--- config.mk ---
export PLATFORM = sky130hd
export DESIGN_NAME = dfs_ram
export DESIGN_NICKNAME = d
export VERILOG_FILES = /design/src/rtl/dfs_ram.sv
export SDC_FILE = /design/constraint.sdc
export NUM_CORES = 1
export LEC_CHECK = 0
export BUFFER_PORTS_ARGS = -buffer_cell sky130_fd_sc_hd__buf_2
export CAP_MARGIN = 20
export CORE_UTILIZATION = 55
export CTS_CLUSTER_SIZE = 16
export DETAILED_ROUTE_END_ITERATION = 7
export GPL_ROUTABILITY_DRIVEN = 1
export PLACE_DENSITY = 0.72
export SYNTH_ARGS = -nofsm -noshare
export SYNTH_HDL_FRONTEND = slang
export SYNTH_SLANG_ARGS = --single-unit
--- constraint.sdc ---
create_clock -name clk_i -period 4.2 [get_ports clk_i]
set_input_delay 0.84 -clock clk_i [delete_from_list [all_inputs] [get_ports clk_i]]
set_output_delay 0.84 -clock clk_i [all_outputs]
set_load 0.02 [all_outputs]
--- src/rtl/dfs_ram.sv ---
// Generic simple dual-port RAM: one write port, one read port with registered data.
// No dependencies.
module dfs_ram #(
  parameter int WIDTH = 8,
  parameter int DEPTH = 32
) (
  input  logic                     clk_i,
  input  logic                     we_i,
  input  logic [$clog2(DEPTH)-1:0] waddr_i,
  input  logic [WIDTH-1:0]         wdata_i,
  input  logic                     re_i,
  input  logic [$clog2(DEPTH)-1:0] raddr_i,
  output logic [WIDTH-1:0]         rdata_o
);

  logic [WIDTH-1:0] mem [DEPTH];
  logic [WIDTH-1:0] rdata_q;

  // Write port.
  always_ff @(posedge clk_i) begin
    if (we_i) begin
      mem[waddr_i] <= wdata_i;
    end
  end

  // Read port; the data holds while no read is enabled.
  always_ff @(posedge clk_i) begin
    if (re_i) begin
      rdata_q <= mem[raddr_i];
    end
  end

  assign rdata_o = rdata_q;

endmodule

* After elaboration in Yosys (flattened, before gate mapping)
Memories as Yosys holds them, arrays and structs flattened. A register that Yosys moved wholly into a read port is not among the register bits. Index checks and enable logic that the tools add are counted. W data, S select, Z words.
Word-level totals: memory bits (read-only) 0, output and inout bits 8, bits in latches 0, register bits 0, word-level logic and storage cells 3, input port bits 21, RAM bits 256, memories 1
Memory list:
- mem | depth 32, bits a word 8, rd ports 1, clocked after memory_dff 1, wr ports 1, line 16 | logic [WIDTH-1:0] mem [DEPTH];
Cells by class: $mul 0, shift operators 0, divide/modulo/power cells 0, reduce and logical (&&, ||, !) cells 0, multiplexer cells 2, equal/unequal tests 0, bitwise logic cells 0, $lt $le $gt $ge 0, add/sub/neg operators 0
Operators by type and width (number):
- $mux W1 | 2

* Depth between registers and ports, before layout
Gate-level depths: netlist (run 1).
word-level depth 2, gate-level depth with buffers 5, mapped depth without buffers 3

* Worst setup path before layout (run 1)
OpenSTA, ideal clock, no wires.
path kind input-to-reg, start in raddr_i[2], end reg rdata_q[0], in the netlist rdata_o[0], read port of mem, data pin, buffers on the path 2, arrival 2522 ps, library setup time 260 ps, stages on the path 5, data required time 3940 ps, path slack 1418 ps, cells stage by stage clkbuf_1 clkbuf_1 mux4_2 mux4_2 mux2_2
RTL lines:
- start: declaration | line 12 | input logic [$clog2(DEPTH)-1:0] raddr_i,
- end: declaration | line 17 | logic [WIDTH-1:0] rdata_q;

==> impl_results.md, run 1 <==
- CTS Root Buffer Type: clkbuf_16
- Net switching power figure: about 1.1 mW
- Syn. warnings: 0
- DR WL met2: 9610 um
- DPL Wire Length: 12300 um
- Fin. Hold Viols: 0
- Multi-input gate area: 2100 um^2
- Routability cong.: roughly 0.77
- P per Cell Area: 478 nW/um^2
- Nets: 478
- Initial antenna violation count: 0
- CTS sink count: about 260
- Max Used Layer: met4
- Cts hold-fix bufs: 0
- Die height: 138 um
- N_diodes: 0
- RSZ-0062 raised after global routing: false
- Total power: about 5.4 mW
- First drt pass iteration count: 5
- Worst-path fanout max: 23
- Clk pin slew, worst setup/hold paths: 0.06 ns
- Internal power: 4.35 mW
- Setup Skew: 0.0130 ns
- Met1 wire length: 8340 um
- Sw Ratio: 0.198
- First-pass GRT wire length: 28900 um
- IO Port Bufs: 28
- Max clock buf depth: 3
- Row cnt: 49
- Syn Nets: 438
- Routed Wire Length: 19600 um
- Setup tns final: 0 ns
- Postcts setup bufs: 0
- Largest area contributor in the netlist: edfxtp_1
- Layout area overhead: 11.9%
- Arrival time worst endpoint: 2.93 ns
- VDD IR max: 0.000449 V
- Final min period: 2.66 ns
- Skew-Pair Late Insertion Delay: 0.52 ns
- Critical Path Start Type: primary input
- Required time of the critical path: around 4.5 ns
- Cts bufs inserted: 26
- Largest net degree at the start of global routing: 33
- Crit end category: flop
- Initial core utilization: 0.562
- Syn Inst Count: 417
- Post-CTS Resized: 0
- Period utilisation layout: 0.633
- Final setup viols: 0
- #FFs+latches synth: 264
- Post-route antenna net violation count: 0
- Die ar.: roughly 19000 um^2
- Static leakage: ~3.5 nW
- FMAX: 376 MHz
- Power share of the sequential group: 0.545
- Vias in the first global route: 4455
- Via count: 4429
- Clock share of power: 0.404
- Width of the die: 138 um
- Initial DRC count: 367
- Max-cap violations: 0
- Hold Path Class: in -> reg
- Most frequent cells in the layout: edfxtp_1, mux4_2, nor2_1
- Post-DR wirelength/cell: ~28 um
- Slew HR: 0.355
- H-tree levels: 1
- Slew Viols, Final: 0
- Commonest non-fill, non-tap cell in the layout: edfxtp_1
- GRT Util Overall: 0.221
- Slew @ Worst Pin: roughly 0.96 ns
- Status: finished, final reports clean
- Logic pwr share: 0.051
- FILL cells: 1219
- Fin Hold WS: around 0.70 ns
- Share of post-route cells with drive strength above 1: 0.334
- Wire length on met3: 1400 um
- Ranking of synthesized cells by area: edfxtp_1, mux4_2, nor2_1
- CTS tree: built
- Core area: 18000 um^2
- Top Ports: 29
- Synth Cell Area: 10100 um^2
- Critical path class: in -> reg
- Sequential cell area fraction in the yosys report: 0.782
- Grt total ovfl: 0
- Syn Area/Cell: 24.3 um^2
- Vias per cell: between 6 and 7
- Synth top area share: 0.782
- Yosys cell types: 14
- Remaining DRCs: 0
- Register area: approximately 8000 um^2
==> through the flow <==
stage	setup WS (ns)	std cells	util	area [um^2]
finish	1.54	705	0.629	11300
global route	1.46	705	0.629	11300
CTS	1.52	705	0.629	11300
detailed placement	0.962	658	0.584	10500
global placement	0.979	658	0.584	10500
floorplan	1.42	417	-	10100
==> area by class of cell <==
class | count | share of cell area
sequential | 264 | 0.699
multi-input combinational | 133 | 0.185
clock buffer | 31 | 0.0609
tap | 229 | 0.0253
timing repair buffer | 32 | 0.0185
clock inverter | 16 | 0.0107
==> path summary, 6_finish.rpt <==
kind,from,end,slack [ns],cells after the start
worst min-delay path,re_i,rdata_o[7],0.70,1
worst max register to register,mem[7][1],rdata_o[1],2.23,3
worst max-delay path,raddr_i[0],rdata_o[0],1.54,5
worst min register to register,mem[4][0],rdata_o[0],0.99,3
==> cell usage after synthesis <==
cell,count
buf_2,1
nand2_1,1
edfxtp_1,264
nand3b_1,5
buf_4,6
buf_1,6
mux4_2,80
clkbuf_1,6
nor2_1,33
or3b_2,3
mux2_2,8
or3_1,1
buf_6,1
nand3_1,2
==> registers in the layout (all words and copies together), names as in the netlist <==
signal / count
mem: 256
rdata_o: 8
==> metal layers <==
layer  track usage  vias up
met5             0        -
met4        0.0543        0
met3        0.0464       22
met2         0.334      174
met1         0.335     2366
li1              -     1867
==> cell families after synthesis <==
| group | share of synthesized area |
|---|---|
| AND/OR/NAND/NOR | 0.0205 |
| multiplexers | 0.187 |
| flip-flops | 0.782 |
| buffers and inverters | 0.0105 |
==> power groups by stage <==
stage / logic [mW] / registers, mW / clock network, mW
global route: 0.292 / 2.96 / 2.33
finish: 0.277 / 2.95 / 2.19
detailed placement: 0.278 / 3.01 / 0
floorplan: 0.156 / 3.01 / 0
global placement: 0.272 / 3.01 / 0
CTS: 0.279 / 2.95 / 2.23
==> critical path, cell delays in order <==
cell and delay (ns):
buf_4 0.39, buf_12 0.27, mux4_2 0.55, mux4_2 0.54, mux2_2 0.29
Note: power is estimated with default switching activity, not from simulation.
==> run 2, diff against run 1 <==
--- a/config.mk
+++ b/config.mk
@@ -11,7 +11,7 @@
 export CTS_CLUSTER_SIZE = 16
 export DETAILED_ROUTE_END_ITERATION = 7
 export GPL_ROUTABILITY_DRIVEN = 1
-export PLACE_DENSITY = 0.72
+export PLACE_DENSITY = 0.75
 export SYNTH_ARGS = -nofsm -noshare
 export SYNTH_HDL_FRONTEND = slang
 export SYNTH_SLANG_ARGS = --single-unit
==> constraint.sdc (replaced) <==
create_clock -name clk_i -period 2.1 [get_ports clk_i]
set_input_delay 0.42 -clock clk_i [delete_from_list [all_inputs] [get_ports clk_i]]
set_output_delay 0.42 -clock clk_i [all_outputs]
set_load 0.02 [all_outputs]
==> run 2 against run 1 <==
Combinational power rose by 110%; wire length rose by 7.2%; non-clock buffer count grew 36; clock skew down 0.0014 ns; design area increased by 2.9%; sequential power grew 100%; critical path depth shrank 2; count of clock-buffer cells in the layout fell by 4; critical path type is now reg -> reg.
==> impl_results.md, run 2 (synthesis gave the netlist of run 1 again) <==
- Status: finished, final reports clean
- Fin. Hold Viols: 0 (unchanged)
- Cts bufs inserted: 25 (-3.8%)
- Hold path cells: 1 (unchanged)
- Worst-path fanout max: 1 (-96%)
- Hold path start: re_i
- Static leakage: 3.74 nW (+6.0%)
- P per Cell Area: 943 nW/um^2 (+97%)
- Initial antenna violation count: 0 (unchanged)
- Slew @ Worst Pin: 0.648 ns (-0.316 ns)
- DPL Wire Length: 13000 um (+5.5%)
- Post-CTS Resized: 0 (unchanged)
- Clk pin slew, worst setup/hold paths: 0.06 ns (about the same)
- Setup tns final: 0 ns (unchanged)
- Initial core utilization: 0.562 (unchanged)
- Final min period: 1.98 ns
- Slew Viols, Final: 0 (unchanged)
- CTS tree: built
- Required time of the critical path: 2.36 ns (-2.11 ns)
- FILL cells: 1164 (-4.5%)
- N_diodes: 0 (unchanged)
- Remaining DRCs: 0 (unchanged)
- Final setup viols: 0 (unchanged)
- Cts hold-fix bufs: 0 (unchanged)
- Critical Path Start Type: flop
- Worst Reg-to-Reg Cells: 3 (unchanged)
- Routability cong.: 0.761 (-0.68%)
- Skew-Pair Late Insertion Delay: 0.51 ns (about the same)
- Max-cap violations: 0 (unchanged)
- Layout area overhead: 15.2%
- VDD IR max: 0.000761 V (+69%)
- Width of the die: 138 um (unchanged)
- Setup Skew: 0.0116 ns (-0.00140 ns)
- FMAX: between 500 and 600 MHz
- Hold Path Class: in -> reg
- Crit end category: flop
- Postcts setup bufs: 0 (unchanged)
- GRT Util Overall: 0.237 (+0.0158)
- Critical path class: reg -> reg
- Post-route antenna net violation count: 0 (unchanged)
- Slew HR: 0.568 (+0.213)
- CTS Root Buffer Type: clkbuf_16
- Max reg flops: 256 (unchanged)
- Max clock buf depth: 3 (unchanged)
- Vias in the first global route: 4666 (+4.7%)
- Arrival time worst endpoint: 2.24 ns (-0.69 ns)
- H-tree levels: 1 (unchanged)
- Row cnt: 49 (unchanged)
- First-pass GRT wire length: 30700 um (+6.5%)
- Post-DR wirelength/cell: 28.5 um (+2.4%)
- Die height: 138 um (unchanged)
- Top Ports: 29 (unchanged)
- R2R setup slack: 0.12 ns (-2.11 ns)
- Die ar.: 19000 um^2 (unchanged)
- Nets: 513 (+7.3%)
- CTS sink count: 264 (unchanged)
- Most flop-heavy register: mem
- Via count: 4698 (+6.1%)
- Grt total ovfl: 0 (unchanged)
- Initial DRC count: 574 (+56%)
- Vias per cell: 6.37 (+1.3%)
- RSZ-0062 raised after global routing: false
- Crit path from: mem[21][0]
- Most frequent cells in the layout: edfxtp_1, mux4_2, buf_4
- First drt pass iteration count: 5 (unchanged)
- Largest net degree at the start of global routing: 37 (+12%)
- IO Port Bufs: 28 (unchanged)
- RR Startpoint: mem[21][0]
- Share of post-route cells with drive strength above 1: 0.383 (+0.0491)
- Routed Wire Length: 21000 um (+7.2%)
- Period utilisation layout: 0.941
- Total power: 11.0 mW (+100%)
- Commonest non-fill, non-tap cell in the layout: edfxtp_1
- Core area: 18000 um^2 (unchanged)
run 2: worst max-delay path: stages (launching register included):
cell	delay, ns
edfxtp_1	0.37
mux4_2	0.53
mux4_2	0.55
mux2_2	0.28
run 2: cell type report:
class	count	area, um^2	share of cell area
sequential	264	7930	0.679
multi-input combinational	133	2100	0.180
clock buffer	27	633	0.0543
timing repair buffer	68	531	0.0455
tap	229	287	0.0246
clock inverter	17	193	0.0165
run 2: routing by layer:
layer  GRT usage  part of all wire  vias up
met4      0.0586             0.017        0
met2       0.358              0.48      237
met5           0                 0        -
met1       0.364              0.42     2501
li1            -                 -     1935
met3      0.0412             0.085       25
run 2: stage by stage:
step	area, um^2	util	instances	hold WS (ns)	worst slack [ns]
after global placement	10800	0.602	694	0.807	-0.336
after CTS	11700	0.647	738	0.282	0.115
after global routing	11700	0.647	738	0.284	0.112
after detailed placement	10800	0.602	694	0.814	-0.364
final	11700	0.647	738	0.295	0.123
after floorplan	10200	-	417	0.519	-0.0564
run 2: where the power goes:
| part | internal (mW) | switching [mW] |
|---|---|---|
| registers | 5.88 | 0.0252 |
| logic | 0.258 | 0.328 |
| clock network | 2.68 | 1.83 |
run 2: path summary, 6_finish.rpt:
| kind | to |
|---|---|
| worst max-delay path | rdata_o[0] |
| worst min register to register | rdata_o[0] |
| worst min-delay path | rdata_o[5] |
| worst max register to register | rdata_o[0] |
==> run 3, diff against run 2 <==
--- a/config.mk
+++ b/config.mk
@@ -11,6 +11,7 @@
 export CTS_CLUSTER_SIZE = 16
 export DETAILED_ROUTE_END_ITERATION = 7
 export GPL_ROUTABILITY_DRIVEN = 1
+export MAX_ROUTING_LAYER = met4
 export PLACE_DENSITY = 0.75
 export SYNTH_ARGS = -nofsm -noshare
 export SYNTH_HDL_FRONTEND = slang
==> run 3 against run 2 <==
Critical endpoint is now rdata_o[3]; register-to-register slack hardly changed; largest cell class unchanged; die area unchanged; clock power about the same; wire length decreased by 0.50%.
==> impl_results.md, run 3 (synthesis gave the netlist of run 1 again) <==
- RR Startpoint: mem[4][3]
- Routed Wire Length: 20900 um (-0.50%)
- Multi-input gate area: 2100 um^2 (unchanged)
- Slew @ Worst Pin: 0.649 ns (+0.000670 ns)
- Skew-Pair Late Insertion Delay: 0.51 ns (about the same)
- Post-Place Cell Area: 10800 um^2 (unchanged)
- Initial antenna violation count: 0 (unchanged)
- Vias per cell: 6.35 (-0.32%)
- Static leakage: 3.74 nW (unchanged)
- Vias in the first global route: 4662 (-0.086%)
- Worst-path fanout max: 1 (unchanged)
- Post-Place Worst Slack: -0.364 ns (unchanged)
- Period utilisation layout: 0.937 (-0.00469)
- Status: finished, final reports clean
- N_diodes: 0 (unchanged)
- Arrival time worst endpoint: 2.23 ns (about the same)
- Post-DR wirelength/cell: 28.4 um (-0.50%)
- Sw Ratio: 0.198 (-0.000450)
- Slew HR: 0.568 (about the same)
- CTS Root Buffer Type: clkbuf_16
- Hold Path Class: in -> reg
- Hold path start: re_i
- Fin. Hold Viols: 0 (unchanged)
- Largest net degree at the start of global routing: 37 (unchanged)
- CTS sink count: 264 (unchanged)
- Most used cell, CP: mux4_2
- Slew Viols, Final: 0 (unchanged)
- Cts hold-fix bufs: 0 (unchanged)
- CTS tree: built
- GRT Util Overall: 0.244 (+0.00703)
- Post-route antenna net violation count: 0 (unchanged)
- First drt pass iteration count: 4 (-1)
- GR Util met1: 0.365 (+0.00107)
- Via count: 4683 (-0.32%)
- Met2 GRT Util: 0.362 (+0.00391)
- Share of post-route cells with drive strength above 1: 0.383 (unchanged)
- Required time of the critical path: 2.36 ns (about the same)
- Final core utilization: 0.647 (unchanged)
- Hold endpoint: rdata_o[5]
- GR peak layer: met1
- R2R setup slack: 0.13 ns (about the same)
- Worst Reg-to-Reg Cells: 3 (unchanged)
- Core area: 18000 um^2 (unchanged)
- Max-cap violations: 0 (unchanged)
- Width of the die: 138 um (unchanged)
- RSZ-0062 raised after global routing: false
- Top Ports: 29 (unchanged)
- Die height: 138 um (unchanged)
- Worst-path cell chain: mux4_2, mux4_2, mux2_2
- First-pass GRT wire length: 30700 um (-0.18%)
- Die ar.: 19000 um^2 (unchanged)
- VDD IR max: 0.000760 V (about the same)
- Commonest non-fill, non-tap cell in the layout: edfxtp_1
- Register area: 7930 um^2 (unchanged)
- Net switching power figure: 2.18 mW (-0.29%)
- Final instance area: 11700 um^2 (unchanged)
- Crit end category: flop
- Nets: 513 (unchanged)
- Internal power: 8.81 mW (about the same)
- Logic pwr share: 0.053 (about the same)
- Grt total ovfl: 0 (unchanged)
- Power share of the sequential group: 0.537 (about the same)
- Max clock buf depth: 3 (unchanged)
- FMAX: 508 MHz (+0.50%)
- Row cnt: 49 (unchanged)
- RR Endpoint: rdata_o[3]
- Fin Hold WS: 0.299 ns (+0.00360 ns)
- Postcts setup bufs: 0 (unchanged)
- Max reg flops: 256 (unchanged)
- Final min period: 1.97 ns (-0.00986 ns)
- Initial core utilization: 0.562 (unchanged)
- Clk pin slew, worst setup/hold paths: 0.07 ns (about the same)
- CP max stage delay: 0.53 ns (-0.02 ns)
- Most frequent cells in the layout: edfxtp_1, mux4_2, buf_4
- Clock share of power: 0.410 (about the same)
- Critical path class: reg -> reg
- Most flop-heavy register: mem
- Routability cong.: 0.771 (+1.3%)
- Final WS setup: 0.133 ns (+0.00986 ns)
- Final setup viols: 0 (unchanged)
- M3 GR Usage: 0.0379 (-0.00331)
- FILL cells: 1164 (unchanged)
- Post-CTS Resized: 0 (unchanged)
- IO Port Bufs: 28 (unchanged)
- Slowest CP cell: mux4_2
- Cts bufs inserted: 25 (unchanged)
- P per Cell Area: 942 nW/um^2 (about the same)
- H-tree levels: 1 (unchanged)
- DPL Wire Length: 13000 um (unchanged)
- Setup Skew: 0.00937 ns (-0.00221 ns)
- Setup tns final: 0 ns (unchanged)
- Remaining DRCs: 0 (unchanged)
- Critical Path Start Type: flop
- Layout area overhead: 15.2% (unchanged)
- Hold path cells: 1 (unchanged)
- Initial DRC count: 594 (+3.5%)
[run 3: cell counts in the layout (fill, tap and decap cells not counted)]
Identical to the previous run, type by type.
[run 3: through the flow]
step	instances	power, mW
floorplan	417	6.36
global placement	694	6.58
detailed placement	694	6.61
CTS	738	11.1
global route	738	11.3
finish	738	11.0
[run 3: worst max-delay path: cells and delay by family, from the launching register on]
kind	cells	cell delay, ns
flip-flops	1	0.38
multiplexers	3	1.34
[run 3: area by class of cell]
| cell class | count | area share |
|---|---|---|
| Clock buffer | 27 | 0.0543 |
| Tap cell | 229 | 0.0246 |
| Timing Repair Buffer | 68 | 0.0455 |
| Sequential cell | 264 | 0.679 |
| Multi-Input combinational cell | 133 | 0.180 |
| Clock inverter | 17 | 0.0165 |
[run 3: worst max path at each step]
stage / start / end / slack [ns] / depth (start not counted)
floorplan: raddr_i[0] / rdata_o[0] / -0.06 / 5
global placement: raddr_i[0] / rdata_o[2] / -0.34 / 5
detailed placement: raddr_i[0] / rdata_o[7] / -0.36 / 5
CTS: mem[4][5] / rdata_o[5] / 0.12 / 3
global route: mem[4][5] / rdata_o[5] / 0.11 / 3
finish: mem[4][3] / rdata_o[3] / 0.13 / 3
[run 3: power by group through the flow]
stage                     combinational [mW]  sequential, mW  clock [mW]
after floorplan                        0.338            6.03           0
after global placement                 0.570            6.01           0
after detailed placement               0.588            6.02           0
after CTS                              0.592            5.91        4.56
after global routing                   0.623            5.91        4.74
final                                  0.587            5.91        4.50
[run 3: metal layers]
| metal | share of wire | vias to the layer above |
|---|---|---|
| li1 | - | 1938 |
| met1 | 0.42 | 2498 |
| met2 | 0.48 | 225 |
| met3 | 0.086 | 22 |
| met4 | 0.012 | 0 |
| met5 | 0 | - |
